`src/rtl/polar_gaussian_transform_unit_defines.svh`:
```
// Assertion macros for the polar Gaussian transform unit.
`ifndef POLAR_GAUSSIAN_TRANSFORM_UNIT_DEFINES_SVH
`define POLAR_GAUSSIAN_TRANSFORM_UNIT_DEFINES_SVH
`ifndef SYNTHESIS
`define PGT_ASSERT(label, prop) \
    label: assert property (@(posedge aclk) disable iff (!aresetn) prop) \
        else $error("pgt assertion failed");
`define PGT_ASSERT_ALWAYS(label, prop) \
    label: assert property (@(posedge aclk) prop) \
        else $error("pgt assertion failed");
`else
`define PGT_ASSERT(label, prop)
`define PGT_ASSERT_ALWAYS(label, prop)
`endif
`endif

```
`src/rtl/pgt_pkg.sv`:
```
`timescale 1ns / 1ps
package pgt_pkg;

    localparam int LOG_BITS    = 58;
    localparam int NORM_STAGES = 6;
    localparam int DIV_STEPS   = 64;
    localparam int SQRT_STEPS  = 32;
    localparam int LANES       = 2;

    localparam logic [63:0] ONE_Q62     = 64'h4000_0000_0000_0000;
    localparam logic [63:0] TWO_LN2_Q62 = 64'h58B9_0BFB_E8E7_BCD6;

    typedef struct packed {
        logic        acc;
        logic        neg_a;
        logic        neg_b;
        logic [63:0] sq_a;
        logic [63:0] sq_b;
        logic [63:0] m;
        logic [5:0]  sh;
    } ctx_t;

endpackage

```
`src/rtl/pgt_div_cell.sv`:
```
`timescale 1ns / 1ps
module pgt_div_cell (
    input  logic                                   aclk,
    input  logic                                   aresetn,
    input  logic                                   en,
    input  logic                                   in_valid,
    input  pgt_pkg::ctx_t                          in_ctx,
    input  logic [pgt_pkg::LANES-1:0][63:0]        in_r,
    input  logic [pgt_pkg::LANES-1:0][63:0]        in_lo,
    input  logic [pgt_pkg::LANES-1:0][63:0]        in_q,
    output logic                                   out_valid,
    output pgt_pkg::ctx_t                          out_ctx,
    output logic [pgt_pkg::LANES-1:0][63:0]        out_r,
    output logic [pgt_pkg::LANES-1:0][63:0]        out_lo,
    output logic [pgt_pkg::LANES-1:0][63:0]        out_q
);

    logic                                   valid_reg;
    pgt_pkg::ctx_t                          ctx_reg;
    logic [pgt_pkg::LANES-1:0][63:0]        r_reg, r_next;
    logic [pgt_pkg::LANES-1:0][63:0]        lo_reg, lo_next;
    logic [pgt_pkg::LANES-1:0][63:0]        q_reg, q_next;
    logic [pgt_pkg::LANES-1:0][63:0]        rs;
    logic [pgt_pkg::LANES-1:0]              ge;

    always_comb begin
        for (int i = 0; i < pgt_pkg::LANES; i++) begin
            rs[i]      = {in_r[i][62:0], in_lo[i][63]};
            ge[i]      = rs[i] >= in_ctx.m;
            r_next[i]  = ge[i] ? (rs[i] - in_ctx.m) : rs[i];
            q_next[i]  = {in_q[i][62:0], ge[i]};
            lo_next[i] = {in_lo[i][62:0], 1'b0};
        end
    end

    always_ff @(posedge aclk) begin
        if (!aresetn) begin
            valid_reg <= 1'b0;
        end else if (en) begin
            valid_reg <= in_valid;
        end
    end

    always_ff @(posedge aclk) begin
        if (en) begin
            ctx_reg <= in_ctx;
            r_reg   <= r_next;
            lo_reg  <= lo_next;
            q_reg   <= q_next;
        end
    end

    assign out_valid = valid_reg;
    assign out_ctx   = ctx_reg;
    assign out_r     = r_reg;
    assign out_lo    = lo_reg;
    assign out_q     = q_reg;

endmodule

```
`config.mk`:
```
export PLATFORM = sky130hd
export DESIGN_NAME = pgt_div_cell
export DESIGN_NICKNAME = d
export VERILOG_FILES = /design/src/rtl/polar_gaussian_transform_unit_defines.svh /design/src/rtl/pgt_pkg.sv /design/src/rtl/pgt_div_cell.sv
export SDC_FILE = /design/constraint.sdc
export NUM_CORES = 1
export LEC_CHECK = 0
export BUFFER_PORTS_ARGS = -buffer_cell sky130_fd_sc_hd__clkbuf_2
export CAP_MARGIN = 20
export CELL_PAD_IN_SITES_DETAIL_PLACEMENT = 0
export CELL_PAD_IN_SITES_GLOBAL_PLACEMENT = 1
export CORE_AREA = 2 2 462 464
export CTS_CLUSTER_DIAMETER = 50
export CTS_CLUSTER_SIZE = 25
export DETAILED_ROUTE_END_ITERATION = 16
export DIE_AREA = 0 0 464 466
export HOLD_SLACK_MARGIN = 0.03
export PLACE_DENSITY_LB_ADDON = 0.3
export SETUP_SLACK_MARGIN = 0.1
export SLEW_MARGIN = 15
export SYNTH_ARGS = -nofsm -noshare
export SYNTH_HDL_FRONTEND = slang
export SYNTH_SLANG_ARGS = --single-unit
```
`constraint.sdc`:
```
create_clock -name aclk -period 3.8 [get_ports aclk]
set_clock_uncertainty 0.1 [all_clocks]
set_input_delay 0.95 -clock aclk [delete_from_list [all_inputs] [get_ports aclk]]
set_output_delay 0.95 -clock aclk [all_outputs]
set_load 0.02 [all_outputs]
```
==> metrics <==
total CTS buffers 98; Final WS setup around 0.13 ns; startpoint types primary input; Worst EP arrival between 4 and 5 ns; Worst R2R Setup Slack around 3.1 ns; number of port buffers between 1000 and 1500; drt wl/cell approximately 29 um; status completed; CP endpoint kind flip-flop; worst-path cell chain clkbuf_8 -> ha_4 -> fa_2 -> nand2b_4 -> a21oi_4 -> o21ai_4 -> a2111oi_4 -> buf_6 -> nor3_4 -> o31ai_2 -> buf_4 -> o211ai_4 -> buf_12 -> buf_6 -> bufbuf_16 -> o21ai_1; die width approximately 460 um; nets 4689; Die Footprint around 220000 um2; Critical Path Max Stage Delay approximately 0.39 ns; GPL Wtd Cong roughly 0.9; CTS clk-pin slew, worst paths 0.06 ns; Netlist cell types 78; DR pass1 iterations 5; most frequent cells in the layout 1160 x clkbuf_2, 635 x buf_4, 583 x edfxtp_1; Hold EP out_ctx[87]; Total GRT Usage between 10% and 20%; core area approximately 210000 um2; Vias/cell 3.76; final wirelength around 200000 um; root buffer cell clkbuf_16; dominant cell type by area after synthesis edfxtp_1; pre-CTS setup slack -1.68 ns; slowest CP cell a2111oi_4; # clock sinks between 500 and 600; crit path max fanout 7; clock buffer depth 3; Bufs and invs on worst path 6; H-tree depth 3; chip height about 470 um; Final Hold Vio Count 0; initial drt markers about 2100; RR Endpoint out_valid; vias after detailed routing 25939; Final setup viols 0; layout cells sized above 1 roughly 53%; hold wc startpoint in_ctx[87]; worst slew margin relative to its limit 56.6%; setup TNS 0 ns; mapped cell area ~27000 um2; HP Class primary input to flip-flop; RSZ-0062 raised after global routing yes; Worst-Skew Late Latency about 0.66 ns; Post-synth ARST share 0%; row count approximately 170; WHS Path Cells 1; Max VDD drop about 0.35 mV; PD cells 506 nW/um2; Cells after Synth between 2000 and 2500; Critical Path RT 4.21 ns; post-route ant nets 0; first-pass GRT wire length 255000 um; Crit Path Category primary input to flip-flop; Reg2Reg Depth 2; worst r2r src out_valid; Yosys reg bits around 580; GRT Residual Overflow 0; dpl hpwl ~170000 um; Setup crit start in_ctx[6]; initial core utilization 12.7%; DRC 0; most used cell along the critical path buf_6; Area contributors post-synth edfxtp_1 65%, ha_1 6.0%, o21ai_0 3.5%; end-of-flow core utilization 21.8%; I/O pin count ~1200; Ys Warns 0; f_max between 0.2 and 0.3 GHz; top cell type's share of synthesized area 65.0%; CTS Hold Bufs 0; min Tclk post-route ~3.7 ns; # Max-Cap Violations 0; top_reg_cell synth edfxtp_1; Tcrit/Tclk final 96.6%; most common cell after layout, fill and taps aside clkbuf_2; Slew @ Worst Pin between 0.6 and 0.7 ns; Avg Cell Area, Syn about 13 um2; area delta synth->final 71.1%; Top delay family on crit path compound AO/OA/AOI/OAI gates; sequential area share after synthesis between 60 and 70%; max-slew violations 0; initial antenna violation count roughly 110; P_leak roughly 20 nW; vias in the first global route ~26000; CTS tree done; Post-synth EDFFs 583; largest net degree at the start of global routing 68
[worst register-to-register path, cell delays in order, from the launching register on]
cell	delay, ns
dfxtp_1	0.31
mux2i_1	0.12
nor2b_1	0.06
[power by group]
group	internal (mW)	total [mW]	switching, mW	leakage [nW]
logic	2.13	5.55	3.42	12.7
clock network	5.83	9.62	3.79	1.68
registers	7.83	8.15	0.321	5.71
[repair_timing]
item,in CTS,in global routing
pin swaps,25,29
resized for setup,79,121
setup endpoints to repair,129,101
gates cloned,2,6
setup buffers,9,13
[per-stage QoR]
step | instances | hold WS, ns | total power [mW] | area, um2
after CTS | 6856 | 0.141 | 23.6 | 45300
after global placement | 6661 | 0.401 | 13.6 | 41200
after detailed placement | 6661 | 0.418 | 13.6 | 41200
final | 6903 | 0.258 | 23.3 | 46100
after floorplan | 2107 | 0.489 | 10.3 | 27100
after global routing | 6878 | 0.170 | 24.3 | 46000
[worst max-delay path by stage]
stage / end / cells past startpoint
after global placement: out_r[72] / 15
final: out_r[94] / 16
after global routing: out_r[12] / 15
after CTS: out_r[115] / 16
after floorplan: out_r[100] / 14
after detailed placement: out_r[72] / 15
[sequential cells by signal, summed over array words and instances (netlist names)]
signal and cells:
out_q 128, out_r 128, out_valid 1, out_lo 126, out_ctx 201
[routing by layer]
| metal | wire (um) | share of wire, % | GRT usage [%] | up-vias |
|---|---|---|---|---|
| met5 | 446 | 0.22 | 0 | - |
| met4 | 5040 | 2.5 | 4.31 | 74 |
| met3 | 18000 | 8.9 | 6.24 | 266 |
| met2 | 103000 | 51 | 32.1 | 1116 |
| met1 | 76200 | 38 | 20.1 | 12789 |
| li1 | - | - | - | 11694 |
[synth_stat cells, types with 23 or more instances]
library cell,n
xor2_1,47
inv_1,98
buf_2,23
ha_1,128
clkbuf_1,44
nand2_1,238
a21o_1,60
o21bai_1,26
nand4_1,46
o21ai_0,189
nor3_1,34
nor2_1,88
nand3_1,26
edfxtp_1,583
a21oi_1,152
xnor2_1,66
[kinds of logic after synthesis]
logic type	share of synthesized area, %
mux	0.595
flops	65.1
buf+inv	2.91
other cells	0.0139
fa+ha+maj	6.10
simple gates	8.91
xor+xnor	3.68
compound gates	12.7
[layout make-up]
class	instances	area, um2
Antenna cell	28	70.1
Clock buffer	109	2490
Clock inverter	75	1020
Fill cell	23073	165000
Inverter	99	399
Multi-Input combinational cell	1341	9510
Sequential cell	584	17500
Tap cell	2821	3530
Timing Repair Buffer	1846	11500
Power figures use the tool's default switching activity.
