$ cat src/rtl/polar_gaussian_transform_unit_defines.svh
// Assertion macros for the polar Gaussian transform unit.
`ifndef POLAR_GAUSSIAN_TRANSFORM_UNIT_DEFINES_SVH
`define POLAR_GAUSSIAN_TRANSFORM_UNIT_DEFINES_SVH
`ifndef SYNTHESIS
`define PGT_ASSERT(label, prop) \
    label: assert property (@(posedge aclk) disable iff (!aresetn) prop) \
        else $error("pgt assertion failed");
`define PGT_ASSERT_ALWAYS(label, prop) \
    label: assert property (@(posedge aclk) prop) \
        else $error("pgt assertion failed");
`else
`define PGT_ASSERT(label, prop)
`define PGT_ASSERT_ALWAYS(label, prop)
`endif
`endif

$ cat src/rtl/pgt_pkg.sv
`timescale 1ns / 1ps
package pgt_pkg;

    localparam int LOG_BITS    = 58;
    localparam int NORM_STAGES = 6;
    localparam int DIV_STEPS   = 64;
    localparam int SQRT_STEPS  = 32;
    localparam int LANES       = 2;

    localparam logic [63:0] ONE_Q62     = 64'h4000_0000_0000_0000;
    localparam logic [63:0] TWO_LN2_Q62 = 64'h58B9_0BFB_E8E7_BCD6;

    typedef struct packed {
        logic        acc;
        logic        neg_a;
        logic        neg_b;
        logic [63:0] sq_a;
        logic [63:0] sq_b;
        logic [63:0] m;
        logic [5:0]  sh;
    } ctx_t;

endpackage

$ cat src/rtl/pgt_sqrt_cell.sv
`timescale 1ns / 1ps
module pgt_sqrt_cell #(
    parameter int BIT_POS = 62
) (
    input  logic                                   aclk,
    input  logic                                   aresetn,
    input  logic                                   en,
    input  logic                                   in_valid,
    input  pgt_pkg::ctx_t                          in_ctx,
    input  logic [pgt_pkg::LANES-1:0][63:0]        in_n,
    input  logic [pgt_pkg::LANES-1:0][63:0]        in_res,
    output logic                                   out_valid,
    output pgt_pkg::ctx_t                          out_ctx,
    output logic [pgt_pkg::LANES-1:0][63:0]        out_n,
    output logic [pgt_pkg::LANES-1:0][63:0]        out_res
);

    localparam logic [63:0] BIT_VAL = 64'd1 << BIT_POS;

    logic                                   valid_reg;
    pgt_pkg::ctx_t                          ctx_reg;
    logic [pgt_pkg::LANES-1:0][63:0]        n_reg, n_next;
    logic [pgt_pkg::LANES-1:0][63:0]        res_reg, res_next;
    logic [pgt_pkg::LANES-1:0][63:0]        trial;

    always_comb begin
        for (int i = 0; i < pgt_pkg::LANES; i++) begin
            trial[i] = in_res[i] + BIT_VAL;
            if (in_n[i] >= trial[i]) begin
                n_next[i]   = in_n[i] - trial[i];
                res_next[i] = (in_res[i] >> 1) + BIT_VAL;
            end else begin
                n_next[i]   = in_n[i];
                res_next[i] = in_res[i] >> 1;
            end
        end
    end

    always_ff @(posedge aclk) begin
        if (!aresetn) begin
            valid_reg <= 1'b0;
        end else if (en) begin
            valid_reg <= in_valid;
        end
    end

    always_ff @(posedge aclk) begin
        if (en) begin
            ctx_reg <= in_ctx;
            n_reg   <= n_next;
            res_reg <= res_next;
        end
    end

    assign out_valid = valid_reg;
    assign out_ctx   = ctx_reg;
    assign out_n     = n_reg;
    assign out_res   = res_reg;

endmodule

$ cat config.mk
export PLATFORM = sky130hd
export DESIGN_NAME = pgt_sqrt_cell
export DESIGN_NICKNAME = d
export VERILOG_FILES = /design/src/rtl/polar_gaussian_transform_unit_defines.svh /design/src/rtl/pgt_pkg.sv /design/src/rtl/pgt_sqrt_cell.sv
export SDC_FILE = /design/constraint.sdc
export NUM_CORES = 1
export LEC_CHECK = 0
export BUFFER_PORTS_ARGS = -buffer_cell sky130_fd_sc_hd__buf_2
export CORE_AREA = 2 2 361 363
export CTS_BUF_LIST = sky130_fd_sc_hd__clkbuf_4 sky130_fd_sc_hd__clkbuf_8 sky130_fd_sc_hd__clkbuf_16
export DETAILED_ROUTE_END_ITERATION = 12
export DIE_AREA = 0 0 363 365
export PLACE_DENSITY = 0.45
export SYNTH_ARGS = -nofsm -noshare
export SYNTH_HDL_FRONTEND = slang
export SYNTH_SLANG_ARGS = --single-unit
export TNS_END_PERCENT = 30
$ cat constraint.sdc
create_clock -name aclk -period 12 [get_ports aclk]
set_clock_uncertainty 0.05 [all_clocks]
set_input_delay 2.4 -clock aclk [delete_from_list [all_inputs] [get_ports aclk]]
set_output_delay 2.4 -clock aclk [all_outputs]
set_load 0.005 [all_outputs]
==> metrics.md, run 1 <==
| Metric | Value |
|---|---|
| Detail Route Antenna Nets | 0 |
| Critical Path RT | 12350 ps |
| CTS max path bufs | 3 |
| Total Die Area | 132500 um2 |
| Clock transition at the registers of the reported paths | 60 ps |
| MaxCap Viol Count | 0 |
| FF-to-FF path depth | 2 |
| RSZ-0062 raised after global routing | no |
| Sum Neg Setup Slack | 0 ps |
| Worst setup EP type | flip-flop |
| CTS buffer count | 56 |
| Peak VDD IR | 96.80 uV |
| Hold Crit Start | out_valid |
| Synth unique cells | 68 |
| Top FF cell, synth | edfxtp_1 |
| Post-DP HPWL | 79900 um |
| Initial antenna violation count | 32 |
| CTS tree | yes |
| Syn nets | 2538 |
| Postcts setup bufs | 0 |
| EDFF count, synth | 457 |
| Htree depth | 2 |
| Delay-heaviest family, CP | compound AO/OA/AOI/OAI gates |
| Via count | 19064 |
| Clock Latency Late Sink | 620 ps |
| Fmax | 0.1442 GHz |
| I/O Pins | 919 |
| Routed via count divided by cell count | 4.167 |
| Vias in the first global route | 19250 |
| Hold_buf cts | 0 |
| Async S/R FF share, synth | 0 |
| Status | completed |
| Crit start category | primary input |
| Row cnt | 132 |
| Post-route DRC | 0 |
| WHS Endpoint | out_valid |
| M3 GR Usage | 0.05517 |
| Final Hold Viols | 0 |
| CTS resizes | 0 |
| Detailed Route WL | 97050 um |
| CP peak stage delay | 730 ps |
| Overall Global Routing Usage | 0.1383 |
| Worst EP arrival | 7290 ps |
| Final nets | 3440 |
| Die Span Y | 365 um |
| Largest net degree at the start of global routing | 140 |
| Core Box Area | 128700 um2 |
| Syn avg cell area | 12.01 um2 |
| CP max-delay cell | nor4_1 |
| Post-Syn Instances | 1947 |
| Commonest non-fill, non-tap cells in the layout | buf_2 (917), edfxtp_1 (457), a21oi_1 (212) |
| Met1 Use GR | 0.1529 |
| Clk root buf | clkbuf_16 |
| Buf/Inv on CP | 4 |
| Placement Setup Slack | 4304 ps |
| PwrDens | 151.9 nW/um2 |
| First-pass DRT Iterations | 5 |
| Worst-path cell chain | buf_2, inv_1, ha_1, nand4_1, nor4_1, o211ai_1, o211ai_2, a211oi_1, o211ai_1, a31oi_1, o211ai_4, buf_4, buf_4, mux2_2 |
| Commonest non-fill, non-tap cell in the layout | buf_2 |
| Warnings, synthesis | 0 |
| Worst hold path class | flip-flop to flip-flop |
| Slew Viols, Final | 0 |
| Synthesis-to-finish area growth | 35.91% |
| Routability cong. | 0.8641 |
| Reg2reg start | out_valid |
| FF+latch area | 13740 um2 |
| Period utilization | 0.5778 |
| PnR worst setup slack | 5067 ps |
| DRT iter0 DRCs | 1017 |
| Top Usage Layer GRT | met2 |
| Crit path kind | primary input to flip-flop |
| Sequential share of the synthesized area | 0.5879 |
| Wire per inst | 21.21 um |
| Worst Tran Pin Value | 1066 ps |
| Post-synthesis sequential element count | 458 |
| Final setup fails | 0 |
| Initial Utilization | 0.1817 |
| Synthesized area | 23370 um2 |
| Met2 Usage GRT | 0.2428 |
| Min cycle time layout | 6933 ps |
| First-pass GRT wire length | 134000 um |
| Fillers | 13872 |
| Grt total ovfl | 0 |
| Reg-to-reg slack, setup | 11360 ps |
| Chip width | 363 um |
| # port buffers | 918 |
| # clock sinks | 458 |
| Slew headroom | 0.2819 |
| Worst hold path cell count | 2 |
| R2r endpoint | out_valid |
| Pleak | 13.65 nW |
| Multi-input logic area | 8696 um2 |
| Worst-path fanout max | 70 |
| Layout cell share with drive strength beyond 1 | 0.3659 |
## per-stage QoR
step	cell area (um2)	power (mW)	instances	hold slack, ps	utilization
after CTS	31760	4.910	4572	479.2	0.2469
after global routing	31770	5.054	4575	507.1	0.2469
after floorplan	23370	2.521	1947	457.3	-
after global placement	29770	3.020	4466	450.1	0.2314
after detailed placement	29770	3.020	4466	466.0	0.2314
final	31770	4.826	4575	478.3	0.2469
## cell type report
class / instances / area share
tap: 1675 / 0.06597
clock inverter: 43 / 0.01686
multi-input combinational: 1259 / 0.2737
timing repair buffer: 927 / 0.1475
antenna: 3 / 0.0002363
clock buffer: 63 / 0.04577
inverter: 147 / 0.01737
sequential: 458 / 0.4326
## cell usage after synthesis, drive strengths merged (52+ instances only)
library cell  number  area share
edfxtp           457        0.59
a21oi            213       0.046
nor2             158       0.026
inv              147       0.024
ha               128       0.069
nand2            110       0.018
a21o              77       0.025
o21ai             76       0.017
xnor2             71       0.027
mux2              69       0.033
nand4             54       0.014
clkbuf            52      0.0084
xor2              52       0.019
## logic make-up after synthesis
group,synth area share
flops,0.5879
fa+ha+maj,0.07023
simple gates,0.08618
xor+xnor,0.04609
compound gates,0.1346
buf+inv,0.04041
mux,0.03453
## metal layers
metal / vias up / wire length [um] / part of all wire
met5: - / 148 / 0.0015
met2: 774 / 47770 / 0.49
li1: 8995 / - / -
met4: 24 / 2834 / 0.029
met3: 153 / 9965 / 0.10
met1: 9118 / 36330 / 0.37
## power by group
part | leakage, nW | switching, mW | internal [mW] | total (mW)
sequential | 4.48 | 0.0466 | 1.96 | 2.00
clock | 0.978 | 0.756 | 1.09 | 1.85
combinational | 8.19 | 0.581 | 0.393 | 0.974
total | 13.7 | 1.38 | 3.44 | 4.83
## worst min-delay path: stages, from the launching register on
cell and delay, ps:
dfxtp_1 310, mux2i_1 120, nor2b_1 50
## worst max-delay path by stage
stage                 endpoint  cells after the start        from  slack, ps
finish                out_n[7]                     14  in_res[18]       5070
floorplan           out_n[107]                     14    in_n[64]       6540
global route         out_n[37]                     14  in_res[11]       4810
global placement      out_n[7]                     14  in_res[21]       4400
detailed placement    out_n[9]                     14  in_res[21]       4300
CTS                   out_n[9]                     14  in_res[18]       5030
## flip-flops by register name, summed over array words and instances (netlist names)
register / count
out_ctx: 201
out_n: 128
out_res: 128
out_valid: 1
(Power assumes the default switching activity.)
==> run 2: changes to the inputs <==
Clock period 12 ns to 6.55 ns, I/O delays scaled along.
==> metrics.md, run 2 (synthesized netlist as in run 1, its figures left out) <==
| Metric | Value |
|---|---|
| Commonest non-fill, non-tap cell in the layout | buf_2 |
| Chip width | 363 um |
| Largest net degree at the start of global routing | 138 |
| Worst Tran Pin Value | 852.2 ps |
| Fillers | 13860 |
| Peak VDD IR | 178.3 uV |
| Status | completed |
| CTS tree | yes |
| MaxCap Viol Count | 0 |
| Period utilization | 0.7505 |
| PwrDens | 275.3 nW/um2 |
| Wire per inst | 21.31 um |
| Via count | 19135 |
| Slew headroom | 0.4319 |
| First-pass DRT Iterations | 5 |
| Clk root buf | clkbuf_16 |
| Slew Viols, Final | 0 |
| Met2 Usage GRT | 0.2435 |
| Min cycle time layout | 4916 ps |
| Clock transition at the registers of the reported paths | 60 ps |
| Grt total ovfl | 0 |
| Top Usage Layer GRT | met2 |
| Routed via count divided by cell count | 4.169 |
| Worst hold path class | flip-flop to flip-flop |
| Vias in the first global route | 19512 |
| Initial antenna violation count | 37 |
| Post-DP HPWL | 80590 um |
| Final instance area | 31880 um2 |
| Clock Latency Late Sink | 620 ps |
| Sum Neg Setup Slack | 0 ps |
| RSZ-0062 raised after global routing | no |
| Postcts setup bufs | 0 |
| Worst-path fanout max | 5 |
| # port buffers | 918 |
| Htree depth | 2 |
| Crit start category | primary input |
| Hold_buf cts | 0 |
| DRT iter0 DRCs | 1202 |
| CTS max path bufs | 3 |
| Core Box Area | 128700 um2 |
| # clock sinks | 458 |
| CTS buffer count | 57 |
| Met1 Use GR | 0.1496 |
| Critical Path RT | 6890 ps |
| Layout cell share with drive strength beyond 1 | 0.3687 |
| Worst EP arrival | 5260 ps |
| Total Die Area | 132500 um2 |
| Final nets | 3453 |
| Layout Cells excl Fill | 4590 |
| Post-route DRC | 0 |
| Detail Route Antenna Nets | 0 |
| Overall Global Routing Usage | 0.1389 |
| Crit path kind | primary input to flip-flop |
| Final setup fails | 0 |
| Synthesis-to-finish area growth | 36.37% |
| M3 GR Usage | 0.05693 |
| Row cnt | 132 |
| Routability cong. | 0.8695 |
| I/O Pins | 919 |
| Hold slack | 476.5 ps |
| Final Total Pwr | 8.777 mW |
| Max reg flops | 201 |
| Die Span Y | 365 um |
| Commonest non-fill, non-tap cells in the layout | buf_2 (917), edfxtp_1 (457), a21oi_1 (212) |
| End-of-flow core utilization | 0.2478 |
| CTS resizes | 0 |
| Fmax | 0.2034 GHz |
| Placed Instances | 4478 |
| Detailed Route WL | 97830 um |
| Worst setup EP type | flip-flop |
| Pleak | 13.71 nW |
| Initial Utilization | 0.1817 |
| Placement Setup Slack | 1080 ps |
| PnR worst setup slack | 1634 ps |
| Final Hold Viols | 0 |
| Area after DPL | 29910 um2 |
| First-pass GRT wire length | 134500 um |
run 2: cell count changes in the layout (fill, tap and decap cells not counted), sizes merged:
cell / delta
bufinv: -2
clkinv: -9
clkinvlp: -1
buf: +12
inv: +1
clkbuf: +7
diode: +7
run 2: metal layers:
metal  up-vias  routed length [um]
met5         -                 161
met4        24                3515
met3       167                9883
met2       778               48240
met1      9122               36020
li1       9044                   -
run 2: report_power, final:
group / switching (mW) / internal (mW)
clock network: 1.33 / 1.97
logic: 1.07 / 0.737
registers: 0.0862 / 3.58
run 2: layout make-up:
cell class	count	area, um2	share of cell area
multi-input combinational	1259	8696	0.2728
tap	1675	2096	0.06575
clock buffer	70	1524	0.04781
antenna	10	25.02	0.0007850
clock inverter	32	416.7	0.01307
sequential	458	13740	0.4311
inverter	147	551.8	0.01731
timing repair buffer	939	4825	0.1514
run 2: final timing paths:
check                  from         end  slack, ps  depth (start not counted)
setup / recovery   in_n[68]  out_n[125]       1630                         13
hold / removal    out_valid   out_valid        480                          2
setup reg to reg  out_valid   out_valid       5910                          2
hold reg to reg   out_valid   out_valid        480                          2
run 2: worst max-delay path, cell delays in order:
cell      delay, ps
buf_2           120
ha_1            370
a21o_1          210
a211o_1         270
o21a_1          230
a31oi_1         600
o21ai_1         320
a31oi_1         570
o221ai_1        310
nor2_1          340
o41ai_1         170
xor2_1          160
mux2_2          280
